`config.mk`:
```
export PLATFORM = sky130hd
export DESIGN_NAME = gsdh_ram
export DESIGN_NICKNAME = d
export VERILOG_FILES = /design/src/rtl/gsdh_ram.sv
export SDC_FILE = /design/constraint.sdc
export NUM_CORES = 2
export LEC_CHECK = 0
export BUFFER_PORTS_ARGS = -buffer_cell sky130_fd_sc_hd__buf_2
export CAP_MARGIN = 25
export CORE_MARGIN = 2
export CORE_UTILIZATION = 35
export DETAILED_ROUTE_END_ITERATION = 8
export GPL_ROUTABILITY_DRIVEN = 0
export GPL_TIMING_DRIVEN = 0
export HOLD_SLACK_MARGIN = 0.12
export SYNTH_ARGS = -nofsm -noshare
export SYNTH_HDL_FRONTEND = slang
export SYNTH_SLANG_ARGS = --single-unit
```
`constraint.sdc`:
```
create_clock -name clock -period 3.8 [get_ports clock]
set_input_delay 0.19 -clock clock [delete_from_list [all_inputs] [get_ports clock]]
set_output_delay 0.19 -clock clock [all_outputs]
set_load 0.005 [all_outputs]
```
`src/rtl/gsdh_ram.sv`:
```
// Generic single write port RAM with registered read.
module gsdh_ram #(
   parameter int WIDTH = 32,
   parameter int DEPTH = 64
) (
   input  logic                     clock,
   input  logic                     wr_en,
   input  logic [$clog2(DEPTH)-1:0] wr_addr,
   input  logic [WIDTH-1:0]         wr_data,
   input  logic [$clog2(DEPTH)-1:0] rd_addr,
   output logic [WIDTH-1:0]         rd_data
);
   logic [WIDTH-1:0] mem [DEPTH];
   logic [WIDTH-1:0] rd_data_ff;

   always_ff @(posedge clock) begin
      if (wr_en) begin
         mem[wr_addr] <= wr_data;
      end
      rd_data_ff <= mem[rd_addr];
   end

   assign rd_data = rd_data_ff;
endmodule

```
==> reports/results.ini <==
[run_status]
status = finished, violations left
violations = negative setup slack

[timing]
holdWs_ps = 184.0
finClkSkew_ps = 55.52
worst_pin_slew_ps = 1148
maxSlewHeadroom_pct = 23.48
rsz0062_at_grt = false
hold_violations = 0
fin_crit_ps = 3847
setup_ws_ps = -47.44
finalCritPeriodShare_pct = 101.2
max_freq_mhz = 259.9
drv_slew = 0
setup_viol = 1

[route]
avgRoutedWirePerCell_um = 35.31
vias = 39789
drcViolationCount = 0
dr.pass1.iters = 6
antenna_left = 0
drt-initial-drc-count = 6318
vias_per_cell = 5.728
wl_um = 245300

[worst_setup_path]
cpPeakStageDelay_ps = 760
cp.required_ps = 4460
crit_top_cell = buf_2
crit_path_end_kind = flip-flop
cp_num_buf_inv = 5
critPathKind = in2reg
crit_arrival_ps = 4510
path_cells = buf_2, buf_2, buf_2, clkbuf_1, buf_2, mux2i_1, a21oi_1, a21oi_1, nor2_1
critPathLaunchType = input port
slowest_stage = a21oi_1
cp_max_fo = 10
cp_top_family = buffers and inverters

[logic_synthesis]
syn_nets = 3370
synth_area_leaders = edfxtp_1 (78%), mux4_2 (16%), mux2i_1 (1.2%)
synth_most_common_cell = edfxtp_1
synthFlopType = edfxtp_1
syn-cell-area_sq_mm = 0.07852
synth.avg_cell_area_sq_um = 23.62
synthArstFlopShare_pct = 0
yosys-top-cells-count = edfxtp_1 (2,048), mux4_2 (544), nor2_1 (137)
synth_edf_count = 2048
synth.top_cell.area_share_pct = 78.33
synth_warnings = 0
synthDistinctLibCells = 34
seq_area_frac_synth_pct = 79.14
ys_seq_elements = 2080
synth_top_area_cell = edfxtp_1
syn_inst = 3324

[clock_network]
cts_max_path_buffers = 3
clkSlewWorstSetupHoldPaths_ps = 60
cts_tree = yes
clock_sinks = 2080
cts_max_level = 4
clock_latency_ps = 840
cts-buffers-inserted = 207
cts_root_buffer = clkbuf_16
cts_setup_buffers = 0

[grt]
antenna_found_initial = 24
grt_pass1_vias = 38843
grt_max_degree = 65
grt-ovfl-total = 0
grt_pass1_wl_um = 330200
track_usage_pct = 21.22

[final_layout]
area_delta_synth_final_pct = 18.63
seqCellArea_sq_mm = 0.06214
nets = 3835
finish.utilization_pct = 41.86
multi_input_area_sq_mm = 0.01597
num-fill-cells = 19152
layout-drive-gt1-share_pct = 30.34

[floorplanning]
core_area_sq_mm = 0.2225
fp.dieW_um = 477.6
fp-row-count = 173
initial_core_util_pct = 35.28
dieArea_sq_mm = 0.2281
dieHeight_um = 477.6
ios = 78

[pwr]
max-vdd-ir-drop_uv = 419.8
powerDensity_mw_per_mm2 = 518.5
leakagePower_nw = 28.81

[min_path]
hp-class = in2reg

[placement]
io_buffers = 69
post-place-ws_ps = -802.3
hpwl_um = 163600

[job]
drv_cap = 0

-- cell type report --
class / count / share of cell area, %
Timing Repair Buffer: 256 / 4.027
Sequential cell: 2080 / 66.71
Tap cell: 2975 / 3.996
Multi-Input combinational cell: 1062 / 17.14
Clock buffer: 266 / 5.923
Antenna cell: 14 / 0.03761
Buffer: 182 / 0.9537
Clock inverter: 112 / 1.205
-- cells by family (layout without fill, tap and decap cells) --
group | after synthesis | in the layout | synth area share (%)
AOI/OAI and AO/OA | 202 | 202 | 1.673
other | 0 | 14 | 0
muxes | 637 | 637 | 16.79
DFF | 2080 | 2080 | 79.14
buffers and inverters | 182 | 816 | 1.128
and+or+nand+nor | 223 | 223 | 1.265
-- state kept, by name, summed over array words and instances (netlist names) --
register  count
mem        2048
rd_data      32
-- final timing paths --
kind | endpoint | slack, ps | cells after the start | from
worst max-delay path | rd_data[10] | -50 | 9 | rd_addr[1]
worst min-delay path | mem[43][17] | 180 | 2 | wr_data[17]
worst max register to register | rd_data[10] | 960 | 5 | mem[36][10]
worst min register to register | rd_data[29] | 860 | 5 | mem[53][29]
-- cells in the final DEF (no fill, tap or decap), types with 21 or more instances in the layout --
| cell type | count |
|---|---|
| a21oi_1 | 61 |
| clkinv_2 | 28 |
| buf_1 | 21 |
| buf_4 | 27 |
| dlygate4sd3_1 | 35 |
| clkinv_1 | 48 |
| mux2i_1 | 93 |
| mux4_2 | 544 |
| o22ai_1 | 84 |
| buf_12 | 94 |
| nor2_1 | 75 |
| clkbuf_16 | 211 |
| nor2_4 | 62 |
| buf_16 | 29 |
| edfxtp_1 | 2048 |
| clkbuf_1 | 124 |
| buf_2 | 126 |
| o221ai_1 | 27 |
| nand2_1 | 26 |
| dfxtp_1 | 32 |
-- what timing repair did --
| item | 4_1_cts | 5_1_grt |
|---|---|---|
| endpoints found under the setup margin | 0 | 1 |
| hold buffers | 33 | 2 |
| gates resized for setup | 0 | 1 |
| endpoints found under the hold margin | 1593 | 128 |
-- through the flow --
stage               cells  setup TNS (ps)  total power [mW]  instance area, sq um
floorplan            3324               0             27.17                 78520
global placement     6368        -3323920             28.47                 82580
CTS                  6917               0             48.46                 92850
global route         6939               0             49.47                 93120
finish               6947          -47.44             48.29                 93140
detailed placement   6506           -5180             28.63                 85880
-- per-layer routing --
metal  share of wire (%)  up-vias  global-route usage (%)  routed length [um]
met2                  48     2520                   33.79              116700
met3                  11      481                   5.040               26840
met5               0.023        -                       0                  56
li1                    -    15258                       -                   -
met4                 4.3        8                   8.270               10430
met1                  37    21522                   28.21               91300
-- where the power goes --
part,internal (mW),switching (mW)
clock network,11.2,8.83
logic,0.978,1.81
registers,25.4,0.0480
total,37.6,10.7
-- worst reg2reg max path, delay by kind of cell (launching register included) --
kind	cells	cell delay [ps]
compound gates	3	1380
flops	1	330
mux	1	250
simple gates	1	660
Power figures use the tool's default switching activity.
