<file path="src/rtl/gsdh_pkg.sv">
// Shared types and constants for the gamepad stick dead zone and hold block.
package gsdh_pkg;

   localparam int SLOTS       = 4;
   localparam int BUTTONS     = 16;
   localparam int COUNT_WIDTH = 32;
   localparam int CNT_DEPTH   = SLOTS * BUTTONS;
   localparam int CNT_ADDR_W  = $clog2(CNT_DEPTH);

   localparam int DIV_N = 39;
   localparam int DIV_D = 24;
   localparam int DIV_Q = 16;

   localparam logic [14:0] FULL_TILT  = 15'd32767;
   localparam logic [23:0] FULL_TILT8 = 24'd8388352;
   localparam logic [14:0] DZ_RESET   = 15'd7864;
   localparam logic [7:0]  TRIG_RESET = 8'd30;

   localparam logic [COUNT_WIDTH-1:0] CNT_MAX = {COUNT_WIDTH{1'b1}};

   localparam logic [2:0] CSR_DZ0  = 3'd0;
   localparam logic [2:0] CSR_DZ1  = 3'd1;
   localparam logic [2:0] CSR_DZ2  = 3'd2;
   localparam logic [2:0] CSR_DZ3  = 3'd3;
   localparam logic [2:0] CSR_TRIG = 3'd4;

   localparam logic [3:0] LAST_BUTTON = 4'(BUTTONS - 1);

   typedef struct packed {
      logic signed [15:0] dir_x;
      logic signed [15:0] dir_y;
      logic [15:0]        mag;
   } stick_res_type;

endpackage

</file>
<file path="src/rtl/gsdh_div.sv">
// Restoring divider, one quotient bit per cycle, quotient known to fit 16 bits.
module gsdh_div (
   input  logic                        clock,
   input  logic                        reset,
   input  logic                        start,
   input  logic [gsdh_pkg::DIV_N-1:0]  dividend,
   input  logic [gsdh_pkg::DIV_D-1:0]  divisor,
   output logic [gsdh_pkg::DIV_Q-1:0]  quotient,
   output logic                        done
);
   import gsdh_pkg::*;

   logic [DIV_N-1:0] rem_ff, rem_in;
   logic [DIV_N-1:0] dsh_ff, dsh_in;
   logic [DIV_Q-1:0] q_ff, q_in;
   logic [3:0]       cnt_ff, cnt_in;
   logic             busy_ff, busy_in;
   logic             done_ff, done_in;
   logic             ge;

   always_comb begin
      ge      = rem_ff >= dsh_ff;
      rem_in  = rem_ff;
      dsh_in  = dsh_ff;
      q_in    = q_ff;
      cnt_in  = cnt_ff;
      busy_in = busy_ff;
      done_in = 1'b0;
      if (start) begin
         rem_in  = dividend;
         dsh_in  = {divisor, {(DIV_N - DIV_D){1'b0}}};
         q_in    = '0;
         cnt_in  = 4'(DIV_Q - 1);
         busy_in = 1'b1;
      end else if (busy_ff) begin
         if (ge) begin
            rem_in = rem_ff - dsh_ff;
         end
         q_in   = {q_ff[DIV_Q-2:0], ge};
         dsh_in = dsh_ff >> 1;
         cnt_in = cnt_ff - 4'd1;
         if (cnt_ff == 4'd0) begin
            busy_in = 1'b0;
            done_in = 1'b1;
         end
      end
   end

   always_ff @(posedge clock) begin
      if (reset) begin
         busy_ff <= 1'b0;
         done_ff <= 1'b0;
      end else begin
         busy_ff <= busy_in;
         done_ff <= done_in;
      end
      rem_ff <= rem_in;
      dsh_ff <= dsh_in;
      q_ff   <= q_in;
      cnt_ff <= cnt_in;
   end

   assign quotient = q_ff;
   assign done     = done_ff;
endmodule

</file>
<file path="src/rtl/gsdh_stick.sv">
// Stick lane: length by bitwise square root, then direction and magnitude divides.
module gsdh_stick (
   input  logic                    clock,
   input  logic                    reset,
   input  logic                    start,
   input  logic signed [15:0]      x,
   input  logic signed [15:0]      y,
   input  logic [14:0]             dz,
   output gsdh_pkg::stick_res_type res,
   output logic                    res_ready
);
   import gsdh_pkg::*;

   typedef enum logic [2:0] {L_IDLE, L_SQ, L_SUM, L_ROOT, L_DIVGO, L_DIVW} lstate_type;

   lstate_type    state_ff;
   logic [15:0]   x_ff, y_ff;
   logic [14:0]   dz_ff;
   logic [31:0]   xsq_ff, ysq_ff;
   logic [29:0]   dd_ff;
   logic          zero_ff;
   logic [47:0]   v_ff, r_ff, bit_ff;
   stick_res_type res_ff;
   logic          rdy_ff;

   logic [15:0]      ax, ay;
   logic [31:0]      s;
   logic [47:0]      t;
   logic [23:0]      l8, lc8;
   logic [DIV_N-1:0] dvd_x, dvd_y, dvd_m;
   logic [DIV_D-1:0] den;
   logic [DIV_Q-1:0] qx, qy, qm;
   logic             dn_x, dn_y, dn_m, div_go;
   logic [15:0]      dir_x, dir_y;

   always_comb begin
      ax     = x_ff[15] ? (~x_ff + 16'd1) : x_ff;
      ay     = y_ff[15] ? (~y_ff + 16'd1) : y_ff;
      s      = xsq_ff + ysq_ff;
      t      = r_ff + bit_ff;
      l8     = r_ff[23:0];
      lc8    = (l8 > FULL_TILT8) ? FULL_TILT8 : l8;
      dvd_x  = {ax, 23'b0};
      dvd_y  = {ay, 23'b0};
      dvd_m  = {lc8 - {1'b0, dz_ff, 8'b0}, 15'b0};
      den    = {1'b0, FULL_TILT - dz_ff, 8'b0};
      div_go = state_ff == L_DIVGO;
      dir_x  = x_ff[15] ? (~qx + 16'd1) : (qx[15] ? 16'h7FFF : qx);
      dir_y  = y_ff[15] ? (~qy + 16'd1) : (qy[15] ? 16'h7FFF : qy);
   end

   gsdh_div u_div_x (.clock, .reset, .start(div_go), .dividend(dvd_x), .divisor(l8),
                     .quotient(qx), .done(dn_x));
   gsdh_div u_div_y (.clock, .reset, .start(div_go), .dividend(dvd_y), .divisor(l8),
                     .quotient(qy), .done(dn_y));
   gsdh_div u_div_m (.clock, .reset, .start(div_go), .dividend(dvd_m), .divisor(den),
                     .quotient(qm), .done(dn_m));

   always_ff @(posedge clock) begin
      if (reset) begin
         state_ff <= L_IDLE;
         rdy_ff   <= 1'b0;
      end else begin
         case (state_ff)
            L_IDLE: begin
               if (start) begin
                  x_ff     <= x;
                  y_ff     <= y;
                  dz_ff    <= dz;
                  rdy_ff   <= 1'b0;
                  state_ff <= L_SQ;
               end
            end
            L_SQ: begin
               xsq_ff   <= 32'(ax) * 32'(ax);
               ysq_ff   <= 32'(ay) * 32'(ay);
               dd_ff    <= 30'(dz_ff) * 30'(dz_ff);
               state_ff <= L_SUM;
            end
            L_SUM: begin
               zero_ff  <= (s == 32'd0) || (s < {2'b0, dd_ff});
               v_ff     <= {s, 16'b0};
               r_ff     <= '0;
               bit_ff   <= 48'd1 << 46;
               state_ff <= L_ROOT;
            end
            L_ROOT: begin
               if (v_ff >= t) begin
                  v_ff <= v_ff - t;
                  r_ff <= (r_ff >> 1) + bit_ff;
               end else begin
                  r_ff <= r_ff >> 1;
               end
               bit_ff <= bit_ff >> 2;
               if (bit_ff == 48'd1) begin
                  state_ff <= L_DIVGO;
               end
            end
            L_DIVGO: begin
               state_ff <= L_DIVW;
            end
            L_DIVW: begin
               if (dn_x && dn_y && dn_m) begin
                  if (zero_ff) begin
                     res_ff <= '0;
                  end else begin
                     res_ff.dir_x <= dir_x;
                     res_ff.dir_y <= dir_y;
                     res_ff.mag   <= (dz_ff == FULL_TILT) ? 16'h8000 : qm;
                  end
                  rdy_ff   <= 1'b1;
                  state_ff <= L_IDLE;
               end
            end
            default: state_ff <= L_IDLE;
         endcase
      end
   end

   assign res       = res_ff;
   assign res_ready = rdy_ff;
endmodule

</file>
<file path="config.mk">
export PLATFORM = sky130hd
export DESIGN_NAME = gsdh_stick
export DESIGN_NICKNAME = d
export VERILOG_FILES = /design/src/rtl/gsdh_pkg.sv /design/src/rtl/gsdh_div.sv /design/src/rtl/gsdh_stick.sv
export SDC_FILE = /design/constraint.sdc
export NUM_CORES = 2
export LEC_CHECK = 0
export BUFFER_PORTS_ARGS = -buffer_cell sky130_fd_sc_hd__buf_4
export CORE_UTILIZATION = 50
export DETAILED_ROUTE_END_ITERATION = 6
export GPL_ROUTABILITY_DRIVEN = 0
export HOLD_SLACK_MARGIN = 0.08
export PLACE_DENSITY_LB_ADDON = 0.25
export SETUP_SLACK_MARGIN = 0.2
export SYNTH_ARGS = -nofsm -noshare
export SYNTH_HDL_FRONTEND = slang
export SYNTH_SLANG_ARGS = --single-unit
</file>
<file path="constraint.sdc">
create_clock -name clock -period 34.5 [get_ports clock]
set_clock_uncertainty 0.2 [all_clocks]
set_input_delay 3.45 -clock clock [delete_from_list [all_inputs] [get_ports clock]]
set_output_delay 3.45 -clock clock [all_outputs]
set_load 0.1 [all_outputs]
</file>
==> flow_summary.html <==
<table>
<tr><th>Metric</th><th>Value</th></tr>
<tr><th colspan="2">Status</th></tr>
<tr><td>Status</td><td>complete, no violations</td></tr>
<tr><th colspan="2">Critical path</th></tr>
<tr><td>Setup crit end kind</td><td>flip-flop</td></tr>
<tr><td>Maximum fanout along the worst path</td><td>17</td></tr>
<tr><td>Critical path buffers and inverters</td><td>4</td></tr>
<tr><td>Critical path launch point type</td><td>flip-flop</td></tr>
<tr><td>Most used cell along the critical path</td><td>fa_1</td></tr>
<tr><td>Required time at the endpoint of the critical path</td><td>34.72 ns</td></tr>
<tr><td>Cell with the largest stage delay on the worst path</td><td>xnor2_1</td></tr>
<tr><td>Delay-heaviest family, CP</td><td>adder cells</td></tr>
<tr><td>Largest stage delay on the critical path</td><td>0.79 ns</td></tr>
<tr><td>Data arrival time of the worst path</td><td>9.53 ns</td></tr>
<tr><td>Classification of the worst setup path</td><td>flip-flop to flip-flop</td></tr>
<tr><th colspan="2">CTS</th></tr>
<tr><td>H-Tree Depth</td><td>3</td></tr>
<tr><td>Post-CTS setup buffer count</td><td>0</td></tr>
<tr><td>Clock buffers created by TritonCTS</td><td>75</td></tr>
<tr><td>CTS tree</td><td>done</td></tr>
<tr><td>Clock latency on the worst-skew pair</td><td>0.69 ns</td></tr>
<tr><td>Clock-pin slew of the registers on the worst-case setup and hold paths</td><td>0.07 ns</td></tr>
<tr><td>CTS sink cnt</td><td>610</td></tr>
<tr><td>CTS hold repair buffers</td><td>0</td></tr>
<tr><td>Total of cells resized after clock tree synthesis</td><td>0</td></tr>
<tr><td>Buffer cell driving the clock tree root</td><td>clkbuf_16</td></tr>
<tr><td>Number of buffers between clock root and the deepest sink</td><td>3</td></tr>
<tr><th colspan="2">Yosys</th></tr>
<tr><td>Number of distinct library cells after synthesis</td><td>84</td></tr>
<tr><td>Number of synthesized flops with an enable pin</td><td>426</td></tr>
<tr><td>Primary flip-flop cell chosen by synthesis mapping</td><td>edfxtp_1</td></tr>
<tr><td>Post-synthesis async set-or-reset flop share</td><td>0</td></tr>
<tr><td>Synth Instances</td><td>6,339</td></tr>
<tr><td>Post-Synthesis Mean Instance Area</td><td>9.257 um2</td></tr>
<tr><td>Flops &amp; latches, synth</td><td>610</td></tr>
<tr><td>Seq/Total Area, Yosys</td><td>0.2808</td></tr>
<tr><td>Post-synthesis instance area</td><td>58,680 um2</td></tr>
<tr><td>Number of warning messages in the yosys log</td><td>0</td></tr>
<tr><th colspan="2">Drt</th></tr>
<tr><td>Remaining DRCs</td><td>0</td></tr>
<tr><td>Number of vias after detailed routing</td><td>45.67k</td></tr>
<tr><td>Average wire length per cell after detail routing</td><td>19.02 um</td></tr>
<tr><td>Average vias per placed instance</td><td>5.748</td></tr>
<tr><td>Antenna violation net count after detailed routing</td><td>0</td></tr>
<tr><td>Detailed-router iteration count before antenna repair</td><td>7</td></tr>
<tr><td>Number of DRC markers in iteration 0</td><td>4,040</td></tr>
<tr><td>Final WL</td><td>151.1 mm</td></tr>
<tr><th colspan="2">Global routing</th></tr>
<tr><td>Largest net degree at the start of global routing</td><td>83</td></tr>
<tr><td>GR met2 Demand/Resource</td><td>0.4087</td></tr>
<tr><td>Total global routing overflow</td><td>0</td></tr>
<tr><td>Global routing met1 resource utilization</td><td>0.3524</td></tr>
<tr><td>Fraction of met3 tracks used by global routing</td><td>0.03474</td></tr>
<tr><td>Layer with the highest usage</td><td>met2</td></tr>
<tr><td>Vias in the first global route</td><td>44.75k</td></tr>
<tr><td>Global-route wire length before repair</td><td>239.9 mm</td></tr>
<tr><td>Number of antenna violations at the first check in global routing</td><td>4</td></tr>
<tr><td>Combined global-route utilization of all metal layers</td><td>0.2545</td></tr>
<tr><th colspan="2">Final layout</th></tr>
<tr><td>Fraction of layout cells with a size suffix above 1</td><td>0.05436</td></tr>
<tr><td>Layout Area Growth over Synthesis</td><td>8.591%</td></tr>
<tr><td>Post-route core utilization</td><td>0.5484</td></tr>
<tr><td>Most frequent standard cell in the layout excluding fill and tap cells</td><td>inv_1</td></tr>
<tr><td>Most used cells in the layout excluding fill and tap cells</td><td>inv_1 (847), nor2_1 (601), ha_1 (579)</td></tr>
<tr><td>Final Instance Count excl. Fillers</td><td>7,945</td></tr>
<tr><td>Total number of nets in the final design</td><td>7,457</td></tr>
<tr><th colspan="2">Die</th></tr>
<tr><td>Die W</td><td>344.6 um</td></tr>
<tr><td>Starting Density</td><td>0.5050</td></tr>
<tr><td>Top-Level Pins</td><td>99</td></tr>
<tr><td>Site Rows</td><td>125</td></tr>
<tr><td>Floorplan die area</td><td>118,700 um2</td></tr>
<tr><td>Core area</td><td>116,200 um2</td></tr>
<tr><td>Die height</td><td>344.6 um</td></tr>
<tr><th colspan="2">Worst hold path</th></tr>
<tr><td>Tightest Hold Check Type</td><td>flip-flop to flip-flop</td></tr>
<tr><th colspan="2">Placed design</th></tr>
<tr><td>Count of placed standard cells including taps</td><td>7,805</td></tr>
<tr><td>Number of I/O port buffers</td><td>98</td></tr>
<tr><td>Estimated wirelength of the detail-placed design</td><td>117.1 mm</td></tr>
<tr><th colspan="2">Power and ir drop</th></tr>
<tr><td>Pwr/cell area</td><td>95.99 nW/um2</td></tr>
<tr><td>Peak VDD IR</td><td>0.1923 mV</td></tr>
<tr><td>Standby leakage power</td><td>28.52 nW</td></tr>
<tr><th colspan="2">STA</th></tr>
<tr><td>Final setup violation count</td><td>0</td></tr>
<tr><td>RSZ-0062 raised after global routing</td><td>no</td></tr>
<tr><td>Minimum period implied by the final worst setup slack</td><td>9.310 ns</td></tr>
<tr><td>Worst slew margin relative to its limit</td><td>0.1375</td></tr>
<tr><td>Hold violation total from the final report</td><td>0</td></tr>
<tr><td>Setup TNS</td><td>0 ns</td></tr>
<tr><td>Worst slew pin tran</td><td>1.291 ns</td></tr>
<tr><td>Maximum clock frequency</td><td>0.1074 GHz</td></tr>
<tr><td>Number of pins with negative max-slew slack in the final report</td><td>0</td></tr>
<tr><td>Share of the cycle needed by the critical path after routing</td><td>0.2699</td></tr>
<tr><th colspan="2">Flow run</th></tr>
<tr><td>Max capacitance violation total</td><td>0</td></tr>
</table>
-- cells by family (layout without fill, tap and decap cells) --
| group | Yosys count | after routing | share of synthesized area |
|---|---|---|---|
| xor gates and xnor gates | 392 | 392 | 0.05851 |
| other | 2 | 24 | 0.0001280 |
| AOI/OAI and AO/OA | 1322 | 1322 | 0.1461 |
| DFF | 610 | 610 | 0.2808 |
| adders and majority gates | 1049 | 1049 | 0.2838 |
| and+or+nand+nor | 1688 | 1688 | 0.1309 |
| muxes | 169 | 169 | 0.02885 |
| buffers and inverters | 1107 | 1167 | 0.07087 |
-- state kept, by name (all words and copies together) (netlist names), 15 cells and up --
name / flops
r_ff: 48
u_div_y.rem_ff: 39
dz_ff: 15
u_div_y.quotient: 16
u_div_x.dsh_ff: 39
y_ff: 16
u_div_x.quotient: 16
u_div_x.rem_ff: 39
u_div_m.quotient: 16
ysq_ff: 31
u_div_m.dsh_ff: 38
xsq_ff: 31
u_div_m.rem_ff: 39
x_ff: 16
u_div_y.dsh_ff: 39
bit_ff: 24
res: 48
v_ff: 48
dd_ff: 29
-- metrics by stage --
stage | setup slack (ns) | total power, mW | instance area, um2 | hold WS (ns)
2_1_floorplan | 20.51 | 4.165 | 58760 | 0.2408
3_3_place_gp | 25.64 | 5.180 | 61050 | 0.2529
3_5_place_dp | 25.24 | 5.232 | 61050 | 0.2643
4_1_cts | 25.21 | 6.131 | 63720 | 0.2733
5_1_grt | 24.51 | 6.677 | 63720 | 0.3134
6_report | 25.19 | 6.117 | 63720 | 0.2668
-- power breakdown --
group	internal, mW	total, mW	switching [mW]
clock network	0.511	0.854	0.343
registers	1.05	1.10	0.0544
logic	1.71	4.16	2.45
-- Yosys cell counts, types with 11 or more instances --
| cell type | count | area share |
|---|---|---|
| xnor2_1 | 235 | 0.035 |
| nor3_1 | 88 | 0.0075 |
| a311oi_1 | 15 | 0.0022 |
| fa_1 | 470 | 0.16 |
| buf_1 | 15 | 0.00096 |
| nand4_1 | 46 | 0.0049 |
| o21a_1 | 37 | 0.0047 |
| o21bai_1 | 68 | 0.0087 |
| o21ai_0 | 261 | 0.022 |
| a31o_2 | 19 | 0.0028 |
| a21boi_0 | 13 | 0.0017 |
| edfxtp_1 | 426 | 0.22 |
| nor2b_1 | 45 | 0.0048 |
| o22ai_1 | 27 | 0.0029 |
| inv_1 | 848 | 0.054 |
| nand2b_1 | 69 | 0.0074 |
| nor4_1 | 39 | 0.0042 |
| o211ai_1 | 18 | 0.0023 |
| or3_1 | 21 | 0.0022 |
| ha_1 | 579 | 0.12 |
| a21oi_1 | 347 | 0.030 |
| nand3_1 | 121 | 0.010 |
| a211oi_1 | 63 | 0.0081 |
| clkbuf_1 | 211 | 0.013 |
| o31ai_1 | 39 | 0.0050 |
| a2111oi_0 | 11 | 0.0016 |
| clkinv_1 | 22 | 0.0014 |
| o41ai_1 | 14 | 0.0021 |
| nor2_1 | 603 | 0.039 |
| dfxtp_1 | 184 | 0.063 |
| or2_2 | 21 | 0.0022 |
| and3_1 | 37 | 0.0039 |
| a22o_1 | 47 | 0.0070 |
| a21o_1 | 145 | 0.019 |
| a41oi_1 | 12 | 0.0018 |
| a211o_1 | 13 | 0.0019 |
| mux2i_1 | 168 | 0.029 |
| xor2_1 | 157 | 0.023 |
| nand2_1 | 481 | 0.031 |
| and2_1 | 65 | 0.0069 |
| a31oi_1 | 88 | 0.0094 |
-- path summary, 6_finish.rpt --
check	start	to	slack [ns]	cells past startpoint
max reg2reg	y_ff[0]	ysq_ff[31]	25.19	26
max	y_ff[0]	ysq_ff[31]	25.19	26
min reg2reg	u_div_m.rem_ff[0]	u_div_m.rem_ff[0]	0.27	2
min	u_div_m.rem_ff[0]	u_div_m.rem_ff[0]	0.27	2
-- layout make-up --
cell class	count	area, um2
diodes	1	2.502
clock buffers	99	2063
clock inverters	40	604.3
fillers	10408	52480
inverters	878	3296
multi-input cells	4643	38240
flip-flops and latches	610	16480
well taps	1524	1907
repair buffers	150	1126
-- layer usage --
metal,vias to the layer above,wire length (um)
met3,251,9636
met2,1442,69870
li1,21761,-
met5,-,8
met1,22211,66430
met4,2,5138
-- worst register-to-register path, cell delays in order, from the launching register on --
cell       delay, ns
edfxtp_1        0.45
clkinv_1        0.49
ha_1            0.43
nand2_1         0.11
o31ai_1         0.10
xnor2_1         0.79
clkinv_1        0.61
nor2_1          0.31
inv_1           0.10
fa_1            0.55
inv_1           0.06
fa_1            0.44
fa_1            0.45
fa_1            0.50
fa_1            0.56
fa_1            0.41
ha_1            0.36
a21o_1          0.20
a21oi_1         0.18
o21ai_0         0.17
nor3_1          0.22
o21bai_1        0.15
a41o_1          0.32
a2111oi_0       0.44
o21bai_1        0.14
a21o_1          0.20
xnor2_1         0.13
Note: power is estimated with default switching activity, not from simulation.
